<file path="src/sv/esrs_pkg.sv">
`default_nettype none
// ----------------------------------------------------------------------------
// esrs_pkg
// Shared constants, codes and types of the emulated sector read splitter.
// ----------------------------------------------------------------------------
package esrs_pkg;

    // Emulated sectors per backing block (a power of two) and request count width.
    localparam int SECTORS_PER_BLOCK = 4;
    localparam int COUNT_BITS        = 16;

    localparam int SPB_LOG2 = $clog2(SECTORS_PER_BLOCK);
    localparam int LEAD_W   = SPB_LOG2 + 1;

    // Counts are taken modulo 2^COUNT_BITS.
    localparam logic [15:0] CNT_MASK = (COUNT_BITS >= 16) ? 16'hFFFF
                                     : 16'((32'd1 << COUNT_BITS) - 32'd1);

    // Request kinds.
    localparam logic [2:0] KIND_READ   = 3'd0;
    localparam logic [2:0] KIND_WRITE  = 3'd1;
    localparam logic [2:0] KIND_FORMAT = 3'd2;
    localparam logic [2:0] KIND_VERIFY = 3'd3;
    localparam logic [2:0] KIND_RESET  = 3'd4;
    localparam logic [2:0] KIND_SEEK   = 3'd5;
    localparam logic [2:0] KIND_READY  = 3'd6;
    localparam logic [2:0] KIND_OTHER  = 3'd7;

    // Result status codes.
    localparam logic [1:0] STATUS_OK       = 2'd0;
    localparam logic [1:0] STATUS_WPROT    = 2'd1;
    localparam logic [1:0] STATUS_BADPARAM = 2'd2;

    // Configuration register indexes.
    localparam logic CFG_IMAGE_BASE = 1'b0;
    localparam logic CFG_EMU_ENABLE = 1'b1;

    // Request as held in the input register.
    typedef struct packed {
        logic [2:0]          kind;
        logic [31:0]         blba0;
        logic [SPB_LOG2-1:0] off;
        logic [15:0]         count;
    } req_t;

    // One result descriptor.
    typedef struct packed {
        logic        has_read;
        logic [31:0] block_lba;
        logic [14:0] block_count;
        logic        staged;
        logic [1:0]  copy_offset;
        logic [1:0]  copy_sectors;
        logic [15:0] dest_offset;
        logic [15:0] done_count;
        logic [1:0]  status;
    } desc_t;

    // Descriptor selected for the current slot, with its end-of-request mark.
    typedef struct packed {
        desc_t desc;
        logic  last;
    } plan_t;

endpackage : esrs_pkg
`default_nettype wire

</file>
<file path="src/sv/esrs_plan.sv">
`default_nettype none
// ----------------------------------------------------------------------------
// esrs_plan
// Splits the registered request into leading, whole-block and trailing reads
// and selects the descriptor for the given output slot.
// ----------------------------------------------------------------------------
module esrs_plan
    import esrs_pkg::*;
(
    input  wire req_t       req,
    input  wire logic       emu_en,
    input  wire logic [1:0] idx,
    output plan_t           plan
);

    localparam logic [15:0] SUB_MASK = 16'(SECTORS_PER_BLOCK - 1);

    logic              lead_has;
    logic              mid_has;
    logic              tail_has;
    logic [LEAD_W-1:0] avail;
    logic [15:0]       lead_n;
    logic [15:0]       rem;
    logic [15:0]       mid_n;
    logic [15:0]       rem_al;
    logic [15:0]       tail_n;
    logic [16:0]       skip_blocks;
    logic [31:0]       blba_mid;
    logic [31:0]       blba_tail;
    logic [1:0]        n_read;
    logic [1:0]        last_idx;
    desc_t             lead_d;
    desc_t             mid_d;
    desc_t             tail_d;
    desc_t             none_d;
    desc_t             read_sel;

    assign lead_has = (req.off != '0);
    assign avail    = LEAD_W'(SECTORS_PER_BLOCK) - LEAD_W'(req.off);

    always_comb begin
        if (!lead_has) begin
            lead_n = '0;
        end else if (16'(avail) > req.count) begin
            lead_n = req.count;
        end else begin
            lead_n = 16'(avail);
        end
    end

    assign rem         = req.count - lead_n;
    assign mid_n       = rem >> SPB_LOG2;
    assign mid_has     = (mid_n != '0);
    assign rem_al      = rem & ~SUB_MASK;
    assign tail_n      = rem & SUB_MASK;
    assign tail_has    = (tail_n != '0);
    assign skip_blocks = 17'(mid_n) + 17'(lead_has);
    assign blba_mid    = req.blba0 + 32'(lead_has);
    assign blba_tail   = req.blba0 + 32'(skip_blocks);

    always_comb begin
        lead_d              = '0;
        lead_d.has_read     = 1'b1;
        lead_d.block_lba    = req.blba0;
        lead_d.block_count  = 15'd1;
        lead_d.staged       = 1'b1;
        lead_d.copy_offset  = 2'(req.off);
        lead_d.copy_sectors = 2'(lead_n);
        lead_d.done_count   = lead_n;
        lead_d.status       = STATUS_OK;

        mid_d               = '0;
        mid_d.has_read      = 1'b1;
        mid_d.block_lba     = blba_mid;
        mid_d.block_count   = 15'(mid_n);
        mid_d.dest_offset   = lead_n;
        mid_d.done_count    = lead_n + rem_al;
        mid_d.status        = STATUS_OK;

        tail_d              = '0;
        tail_d.has_read     = 1'b1;
        tail_d.block_lba    = blba_tail;
        tail_d.block_count  = 15'd1;
        tail_d.staged       = 1'b1;
        tail_d.copy_sectors = 2'(tail_n);
        tail_d.dest_offset  = lead_n + rem_al;
        tail_d.done_count   = req.count;
        tail_d.status       = STATUS_OK;
    end

    assign n_read = 2'(lead_has) + 2'(mid_has) + 2'(tail_has);

    // Present reads are packed into consecutive slots in request order.
    always_comb begin
        case (idx)
            2'd0: begin
                if (lead_has) begin
                    read_sel = lead_d;
                end else if (mid_has) begin
                    read_sel = mid_d;
                end else begin
                    read_sel = tail_d;
                end
            end
            2'd1: begin
                if (lead_has && mid_has) begin
                    read_sel = mid_d;
                end else begin
                    read_sel = tail_d;
                end
            end
            default: begin
                read_sel = tail_d;
            end
        endcase
    end

    always_comb begin
        none_d = '0;
        if (!emu_en) begin
            none_d.status     = STATUS_OK;
            none_d.done_count = req.count;
        end else begin
            unique case (req.kind) inside
                KIND_READ: begin
                    none_d.status     = STATUS_OK;
                    none_d.done_count = '0;
                end
                KIND_WRITE, KIND_FORMAT: begin
                    none_d.status     = STATUS_WPROT;
                    none_d.done_count = req.count;
                end
                KIND_VERIFY, KIND_RESET, KIND_SEEK, KIND_READY: begin
                    none_d.status     = STATUS_OK;
                    none_d.done_count = req.count;
                end
                KIND_OTHER: begin
                    none_d.status     = STATUS_BADPARAM;
                    none_d.done_count = '0;
                end
            endcase
        end
    end

    always_comb begin
        if (emu_en && (req.kind == KIND_READ) && (n_read != 2'd0)) begin
            plan.desc = read_sel;
            last_idx  = n_read - 2'd1;
        end else begin
            plan.desc = none_d;
            last_idx  = 2'd0;
        end
        plan.last = (idx == last_idx);
    end

endmodule : esrs_plan
`default_nettype wire

</file>
<file path="src/sv/esrs_obuf.sv">
`default_nettype none
// ----------------------------------------------------------------------------
// esrs_obuf
// Result register of the splitter: holds one descriptor until it is taken.
// ----------------------------------------------------------------------------
module esrs_obuf
    import esrs_pkg::*;
(
    input  wire logic        aclk,
    input  wire logic        aresetn,
    input  wire logic        load,
    input  wire plan_t       plan,
    output logic             space,
    output logic             m_tvalid,
    input  wire logic        m_tready,
    // block_lba[31:0], block_count[46:32], staged[47], copy_offset[49:48],
    // copy_sectors[51:50], dest_offset[67:52], done_count[83:68],
    // status[85:84], zero padding[87:86]
    output logic [87:0]      m_tdata,
    // has_read[0]
    output logic             m_tuser,
    output logic             m_tlast
);

    logic        valid_reg;
    logic        valid_next;
    logic [87:0] data_reg;
    logic [87:0] data_next;
    logic        user_reg;
    logic        user_next;
    logic        last_reg;
    logic        last_next;

    assign space = !valid_reg || m_tready;

    always_comb begin
        valid_next = valid_reg;
        data_next  = data_reg;
        user_next  = user_reg;
        last_next  = last_reg;
        if (load) begin
            valid_next = 1'b1;
            data_next  = {2'b00,
                          plan.desc.status,
                          plan.desc.done_count,
                          plan.desc.dest_offset,
                          plan.desc.copy_sectors,
                          plan.desc.copy_offset,
                          plan.desc.staged,
                          plan.desc.block_count,
                          plan.desc.block_lba};
            user_next  = plan.desc.has_read;
            last_next  = plan.last;
        end else if (m_tready) begin
            valid_next = 1'b0;
        end
    end

    always_ff @(posedge aclk) begin
        if (!aresetn) begin
            valid_reg <= 1'b0;
        end else begin
            valid_reg <= valid_next;
        end
        data_reg <= data_next;
        user_reg <= user_next;
        last_reg <= last_next;
    end

    assign m_tvalid = valid_reg;
    assign m_tdata  = data_reg;
    assign m_tuser  = user_reg;
    assign m_tlast  = last_reg;

endmodule : esrs_obuf
`default_nettype wire

</file>
<file path="src/sv/emulated_sector_read_splitter.sv">
`default_nettype none
// A request is held in the request register; each result it yields is registered
// in the single result register, and results leave at one per cycle while the
// receiver does not stall. A request yields 1 to 3 descriptors; the next request
// is taken in the cycle its predecessor's last descriptor enters the result register.
// Reset (aresetn low at a clock edge) empties both registers, sets image_base_lba to 0
// and emulation_enable to 1.
// ----------------------------------------------------------------------------
// emulated_sector_read_splitter
// Turns 512-byte sector disk requests into 2048-byte backing block reads.
// ----------------------------------------------------------------------------
module emulated_sector_read_splitter
    import esrs_pkg::*;
(
    input  wire logic        aclk,
    input  wire logic        aresetn,
    // Configuration writes
    input  wire logic        cfg_valid,
    output logic             cfg_ready,
    input  wire logic        cfg_index,
    input  wire logic [31:0] cfg_data,
    // Requests
    input  wire logic        s_tvalid,
    output logic             s_tready,
    // sector_lba[31:0], num_sectors[47:32]
    input  wire logic [47:0] s_tdata,
    // kind[2:0]
    input  wire logic [2:0]  s_tuser,
    // Results
    output logic             m_tvalid,
    input  wire logic        m_tready,
    // block_lba[31:0], block_count[46:32], staged[47], copy_offset[49:48],
    // copy_sectors[51:50], dest_offset[67:52], done_count[83:68],
    // status[85:84], zero padding[87:86]
    output logic [87:0]      m_tdata,
    // has_read[0]
    output logic             m_tuser,
    output logic             m_tlast
);

    logic [31:0] base_reg;
    logic [31:0] base_next;
    logic        enable_reg;
    logic        enable_next;
    logic        req_valid_reg;
    logic        req_valid_next;
    req_t        req_reg;
    req_t        req_next;
    logic [1:0]  idx_reg;
    logic [1:0]  idx_next;

    logic        cfg_wr;
    logic        s_acc;
    logic        space;
    logic        load;
    logic        req_done;
    plan_t       plan;

    assign cfg_ready = 1'b1;
    assign cfg_wr    = cfg_valid && cfg_ready;

    always_comb begin
        base_next   = base_reg;
        enable_next = enable_reg;
        if (cfg_wr) begin
            unique case (cfg_index)
                CFG_IMAGE_BASE: base_next   = cfg_data;
                CFG_EMU_ENABLE: enable_next = cfg_data[0];
            endcase
        end
    end

    esrs_plan u_plan (
        .req    (req_reg),
        .emu_en (enable_reg),
        .idx    (idx_reg),
        .plan   (plan)
    );

    esrs_obuf u_obuf (
        .aclk     (aclk),
        .aresetn  (aresetn),
        .load     (load),
        .plan     (plan),
        .space    (space),
        .m_tvalid (m_tvalid),
        .m_tready (m_tready),
        .m_tdata  (m_tdata),
        .m_tuser  (m_tuser),
        .m_tlast  (m_tlast)
    );

    assign load     = req_valid_reg && space;
    assign req_done = load && plan.last;
    assign s_tready = !req_valid_reg || req_done;
    assign s_acc    = s_tvalid && s_tready;

    // The image base is folded into the block address as the request is taken.
    always_comb begin
        req_valid_next = req_valid_reg;
        req_next       = req_reg;
        idx_next       = idx_reg;
        if (s_acc) begin
            req_valid_next = 1'b1;
            req_next.kind  = s_tuser;
            req_next.blba0 = base_reg + (s_tdata[31:0] >> SPB_LOG2);
            req_next.off   = s_tdata[SPB_LOG2-1:0];
            req_next.count = s_tdata[47:32] & CNT_MASK;
            idx_next       = 2'd0;
        end else if (req_done) begin
            req_valid_next = 1'b0;
        end else if (load) begin
            idx_next = idx_reg + 2'd1;
        end
    end

    always_ff @(posedge aclk) begin
        if (!aresetn) begin
            base_reg      <= '0;
            enable_reg    <= 1'b1;
            req_valid_reg <= 1'b0;
            idx_reg       <= 2'd0;
        end else begin
            base_reg      <= base_next;
            enable_reg    <= enable_next;
            req_valid_reg <= req_valid_next;
            idx_reg       <= idx_next;
        end
        req_reg <= req_next;
    end

`ifndef SYNTHESIS
    // A request never advances past its third descriptor.
    assert property (@(posedge aclk) disable iff (!aresetn)
        req_valid_reg |-> (idx_reg != 2'd3))
        else $error("descriptor slot index out of range");

    // A stalled result register holds back both the request and new input.
    assert property (@(posedge aclk) disable iff (!aresetn)
        (req_valid_reg && m_tvalid && !m_tready) |-> !s_tready)
        else $error("request taken while result stalled");

    // A status-only result always ends its request.
    assert property (@(posedge aclk) disable iff (!aresetn)
        (m_tvalid && !m_tuser) |-> m_tlast)
        else $error("status result without last mark");

    // A held request with room in the result register loads a descriptor.
    assert property (@(posedge aclk) disable iff (!aresetn)
        (req_valid_reg && !(m_tvalid && !m_tready)) |=> m_tvalid)
        else $error("result missing after request");
`endif

endmodule : emulated_sector_read_splitter
`default_nettype wire

</file>
<file path="config.mk">
export PLATFORM = sky130hd
export DESIGN_NAME = emulated_sector_read_splitter
export DESIGN_NICKNAME = d
export VERILOG_FILES = /design/src/sv/esrs_pkg.sv /design/src/sv/esrs_plan.sv /design/src/sv/esrs_obuf.sv /design/src/sv/emulated_sector_read_splitter.sv
export SDC_FILE = /design/constraint.sdc
export NUM_CORES = 1
export LEC_CHECK = 0
export BUFFER_PORTS_ARGS = -buffer_cell sky130_fd_sc_hd__buf_2
export CORE_UTILIZATION = 53
export DETAILED_ROUTE_END_ITERATION = 8
export PLACE_DENSITY = 0.81
export SLEW_MARGIN = 20
export SYNTH_ARGS = -nofsm -noshare
export SYNTH_HDL_FRONTEND = slang
export SYNTH_SLANG_ARGS = --single-unit
</file>
<file path="constraint.sdc">
create_clock -name aclk -period 13.85 [get_ports aclk]
set_clock_uncertainty 0.15 [all_clocks]
set_input_delay 1.385 -clock aclk [delete_from_list [all_inputs] [get_ports aclk]]
set_output_delay 1.385 -clock aclk [all_outputs]
set_load 0.03 [all_outputs]
</file>
==> reports/results.ini, run 1 <==
[run_status]
outcome=completed

[setup_path]
cp_max_fo=42
crit_required_ps=12310
r2r_setup_slack_ps=3900
reg2regPathDepth=30
setup.worst_path.end=s_tready
r2r_end=idx_reg[0]
end_kind=output pin
reg2reg_from=req_reg[7]
worstPathArrival_ps=9430
cp-startpoint=req_reg[7]
crit_path_start_kind=flop
critPathKind=reg -> out

[synth]
syn_inst=1389
async_flop_share_pct=0
synth_common_cells=nand2_1 (159), edfxtp_1 (140), nor2_1 (100)
ys_warn_count=0
syn_area_per_cell_um2=9.18
synth_most_common_cell=nand2_1
synthFlopType=edfxtp_1
synth_edf_count=140
yosys-top-cells-area=edfxtp_1 (33%), ha_1 (8.5%), dfxtp_1 (5.8%)
ys_seq_area_share_pct=38.8
syn_area_um2=12700
synth.top_cell.area_share_pct=33.0
synth_top_area_cell=edfxtp_1
synth_cell_types=96
ys_seq_elements=177

[clock_tree]
tritoncts=yes
insertion_delay_ps=440
numClockSinks=177
ctsLongestPathBuffers=2
clkSlewWorstSetupHoldPaths_ps=80
ctsHoldBuffers=0
ctsHtreeMaxLevel=4
numCtsBuffers=17
cts_resized=0
root_buffer=clkbuf_16
postCtsSetupRepairBufs=0

[routing]
vias=11500
dr.pass1.iters=6
routed_wirelength_um=35900
drt_iter0_markers=1225
post_drt_via_cell_ratio=6.10
drc=0
ant_nets=0
routed-wl-met2_um=15700
wl_met3_um=3650
wire_per_inst_um=19.0
wl_met1_um=15400
highest_layer=met4

[finish]
insertedDiodeCount=0
area_growth_pct=13.9
drive_gt1_share_pct=17.0
nNetsFinal=1736
largest_reg_flops=85
nFillCells=2007
design_area_um2=14500

[global_routing]
grt_first_pass_wirelength_um=55900
grtUsageTotal_pct=29.4
grt_pass1_vias=10300
antenna_found_initial=0
grt_overflow_total=0
grt_start_max_net_pins=65

[sta]
finalHoldViolations=0
fin_crit_sh_pct=79.2
setup_slack_ps=2880
clock.fmax_ghz=0.0912
worst_pin_slew_ps=996
rsz0062_at_grt=false
maxSlewViolCount=0
max_slew_margin_pct=32.7
setup_viol=0
period_minus_slack_ps=10970
setup_tns_ps=0

[floorplanning]
io_pins=182
dieArea_um2=24700
start_util_pct=54.2
die_height_um=157
rows=56
core_um2=23500
die_w_um=157

[placement]
gp_congestion=0.961
dp_hpwl_um=26900
pre_cts_slack_ps=3690
io_buffers=177
place_area_um2=13900

[power]
max-vdd-ir-drop_mv=0.0891
powerDensity_nw_per_um2=114
leakage_nw=5.79

[flow_run]
cap_viol_max_count=0

[hold_path]
hold_path_class=reg -> reg

[cell type report]
type	count	area, µm²	area share, %
multi-input combinational	1118	7430	51.1
sequential	177	4940	34.0
clock inverter	15	166	1.15
inverter	54	203	1.40
timing repair buffer	187	961	6.62
tap	319	399	2.75
clock buffer	17	425	2.93
[power breakdown]
| group | switching [W] | internal [W] |
|---|---|---|
| clock network | 0.000244 | 0.000243 |
| logic | 0.000332 | 0.000185 |
| registers | 0.0000330 | 0.000613 |
[metal layers]
metal	GRT usage, %	vias up
met3	5.40	110
met5	0	-
met2	45.5	640
met4	10.1	0
met1	41.1	5304
li1	-	5448
[worst min path at each step]
stage,start,endpoint,slack (ps),cells after the start
final,base_reg[25],base_reg[25],320,2
after global routing,base_reg[3],base_reg[3],340,2
after CTS,base_reg[6],base_reg[6],320,2
after detailed placement,base_reg[6],base_reg[6],310,2
after global placement,base_reg[5],base_reg[5],310,2
after floorplan,base_reg[0],base_reg[0],300,2
[worst max-delay path, cell delays in order, from the launching register on]
cell and delay [ps]:
edfxtp_1 430, or4_1 550, nor3_1 220, nand3_1 200, a311oi_1 730, mux2i_1 200
nor2_1 200, ha_1 210, inv_1 60, fa_1 400, nand3_1 190, a211oi_2 120
nor3_4 380, xnor2_2 180, inv_1 120, nor3_1 310, and4b_1 370, nand3_2 370
inv_1 530, fa_1 580, ha_1 230, or4_1 460, buf_4 310, inv_1 530
o21ai_0 220, a32oi_1 460, o21ai_0 200, buf_2 220
[kinds of logic after synthesis]
group	after synthesis	synth area share, %
XOR/XNOR	85	6.05
flip-flops	177	38.8
other	2	0.0589
AND/OR/NAND/NOR	501	19.5
AO/OA/AOI/OAI	395	21.2
buffers and inverters	123	4.01
adder cells (fa/ha/maj)	92	9.32
multiplexers	14	1.15
[placed cells by master (no fill, tap or decap), drive strengths merged, types with 5 or more instances in the layout]
cell type	synthesis	routed
o211ai	13	13
o21a	19	19
o2bb2ai	12	12
nand2b	16	16
nor4	12	12
o32ai	8	8
dfxtp	37	37
a31oi	30	30
or2	5	5
a211oi	9	9
edfxtp	140	140
mux2i	12	12
clkinv	0	6
and2	7	7
conb	2	31
nor2b	19	19
nand3	52	52
a21o	23	23
a21oi	91	91
a211o	11	11
fa	5	5
o21ai	78	78
clkbuf	49	17
ha	87	87
or3	19	19
xnor2	55	55
o22ai	7	7
and3	24	24
nand2	160	160
xor2	30	30
a21boi	38	38
buf	20	187
nand3b	8	8
nor3	39	39
nand4	11	11
inv	54	61
nor2	108	108
o31ai	13	13
[through the flow]
| stage | hold slack (ps) | cells | util [%] | total power [W] |
|---|---|---|---|---|
| 2_1_floorplan | 297 | 1418 | - | 0.00102 |
| 3_3_place_gp | 306 | 1855 | 59.2 | 0.00115 |
| 3_5_place_dp | 312 | 1855 | 59.2 | 0.00116 |
| 4_1_cts | 322 | 1887 | 61.7 | 0.00164 |
| 5_1_grt | 344 | 1887 | 61.7 | 0.00172 |
| 6_report | 318 | 1887 | 61.7 | 0.00165 |
Power figures use the tool's default switching activity.
==> run 2: changes to the inputs <==
- clock period: 13.85 -> 11 ns (I/O delays scaled with it)
==> reports/results.ini, run 2 (synthesis results as in run 1) <==
[placement]
io_buffers=177  ; unchanged
gp_congestion=0.974  ; was 0.961
dp_cells=1855  ; unchanged
dp_hpwl_um=26800  ; was 26900 µm

[finish]
final_cells=1887  ; unchanged
nFillCells=2013  ; was 2007
largest_reg_flops=85  ; unchanged
nNetsFinal=1736  ; unchanged
area_growth_pct=13.9  ; about the same
insertedDiodeCount=0  ; unchanged
drive_gt1_share_pct=17.0  ; unchanged
layout_common_cells=buf_2 (177), nand2_1 (159), edfxtp_1 (140)  ; unchanged
mostFrequentLayoutCell=buf_2  ; unchanged

[setup_path]
cp_num_cells=26  ; was 27
crit_required_ps=9750  ; was 12310 ps
cp_max_fo=19  ; was 42
max_stage_delay_ps=730  ; about the same
cp_top_family=simple AND/OR/NAND/NOR gates  ; unchanged
r2r_end=req_reg[47]  ; was idx_reg[0]
reg2reg_from=req_reg[5]  ; was req_reg[7]
worst_path_most_repeated_cell=inv_1  ; unchanged
end_kind=output pin  ; unchanged
crit_path_start_kind=flop  ; unchanged
worstPathArrival_ps=8880  ; was 9430 ps
critPathKind=reg -> out  ; unchanged
cp_slowest_cell=a311oi_1  ; unchanged
path_buf_inv=5  ; was 6
reg2regPathDepth=26  ; was 30
r2r_setup_slack_ps=1420  ; was 3900 ps

[hold_path]
hold_path_class=reg -> reg  ; unchanged
hold_path_depth=2  ; unchanged
whs_endpoint=base_reg[17]  ; was base_reg[25]
hold_start=base_reg[17]  ; was base_reg[25]

[clock_tree]
cts_resized=0  ; unchanged
root_buffer=clkbuf_16  ; unchanged
numClockSinks=177  ; unchanged
ctsHtreeMaxLevel=4  ; unchanged
ctsLongestPathBuffers=2  ; unchanged
postCtsSetupRepairBufs=0  ; unchanged
clkSlewWorstSetupHoldPaths_ps=80  ; about the same
insertion_delay_ps=450  ; was 440 ps
numCtsBuffers=17  ; unchanged
ctsHoldBuffers=0  ; unchanged
tritoncts=yes  ; unchanged

[global_routing]
grt_start_max_net_pins=65  ; unchanged
antenna_found_initial=1  ; was 0
grt_overflow_total=0  ; unchanged
grt_pass1_vias=10500  ; was 10300
grt_first_pass_wirelength_um=55900  ; unchanged
grtUsageTotal_pct=29.5  ; was 29.4%

[power]
powerDensity_nw_per_um2=143  ; was 114 nW/µm²
max-vdd-ir-drop_mv=0.103  ; was 0.0891 mV
leakage_nw=5.79  ; about the same

[routing]
drt_iter0_markers=1348  ; was 1225
post_drt_via_cell_ratio=6.15  ; was 6.10
vias=11600  ; was 11500
drc=0  ; unchanged
ant_nets=0  ; unchanged
dr.pass1.iters=5  ; was 6
routed_wirelength_um=35900  ; about the same
wire_per_inst_um=19.0  ; about the same

[sta]
rsz0062_at_grt=false  ; unchanged
period_minus_slack_ps=10130
worst_pin_slew_ps=1070  ; was 996 ps
fin_crit_sh_pct=92.1
clock.fmax_ghz=0.0987
setup_viol=0  ; unchanged
max_slew_margin_pct=28.2  ; was 32.7%
maxSlewViolCount=0  ; unchanged
setup_tns_ps=0  ; unchanged
finalHoldViolations=0  ; unchanged

[floorplanning]
dieArea_um2=24700  ; unchanged
start_util_pct=54.2  ; unchanged
die_w_um=157  ; unchanged
rows=56  ; unchanged
core_um2=23500  ; unchanged
die_height_um=157  ; unchanged
io_pins=182  ; unchanged

[run_status]
outcome=completed  ; unchanged

[flow_run]
cap_viol_max_count=0  ; unchanged

==> run 2: how the worst max path moves through the flow <==
| stage | startpoint | endpoint | slack, ps |
|---|---|---|---|
| 2_1_floorplan | req_reg[7] | req_reg[0] | 2260 |
| 3_3_place_gp | req_reg[7] | s_tready | 1880 |
| 3_5_place_dp | req_reg[5] | s_tready | 1580 |
| 4_1_cts | req_reg[5] | s_tready | 1050 |
| 5_1_grt | req_reg[4] | s_tready | 280 |
| 6_report | req_reg[5] | s_tready | 870 |
==> run 2: power by group <==
| part | internal (W) | leakage, nW | switching [W] | total, W |
|---|---|---|---|---|
| Sequential | 0.000772 | 1.65 | 0.0000418 | 0.000814 |
| Clock | 0.000306 | 0.283 | 0.000313 | 0.000619 |
| Combinational | 0.000233 | 3.86 | 0.000414 | 0.000646 |
| Total | 0.00131 | 5.79 | 0.000769 | 0.00208 |
==> run 2: tightest hold or removal path, cell delays in order (launching register included) <==
cell and delay (ps):
dfxtp_1 320, nand2_1 50, a21boi_0 60
==> run 2: per-layer routing <==
layer / vias up / routed length [µm] / track usage, %
li1: 5448 / - / -
met1: 5376 / 15000 / 40.5
met2: 683 / 15900 / 45.3
met3: 99 / 3820 / 5.75
met4: 0 / 1170 / 12.4
met5: - / 0 / 0
==> run 2: final cells by class <==
cell class | count | area (µm²) | share of cell area [%]
clock buffers | 17 | 425 | 2.93
clock inverters | 15 | 169 | 1.16
inverters | 54 | 203 | 1.40
multi-input cells | 1118 | 7430 | 51.1
flip-flops and latches | 177 | 4940 | 34.0
well taps | 319 | 399 | 2.75
repair buffers | 187 | 961 | 6.61
==> run 2: through the flow <==
step | cell area [µm²] | hold WS, ps | util [%] | setup slack [ps] | power [W]
CTS | 14500 | 324 | 61.7 | 1050 | 0.00207
finish | 14500 | 319 | 61.7 | 865 | 0.00208
detailed placement | 13900 | 314 | 59.2 | 1580 | 0.00145
global placement | 13900 | 305 | 59.2 | 1880 | 0.00144
global route | 14500 | 343 | 61.7 | 279 | 0.00217
floorplan | 12900 | 297 | - | 2260 | 0.00128
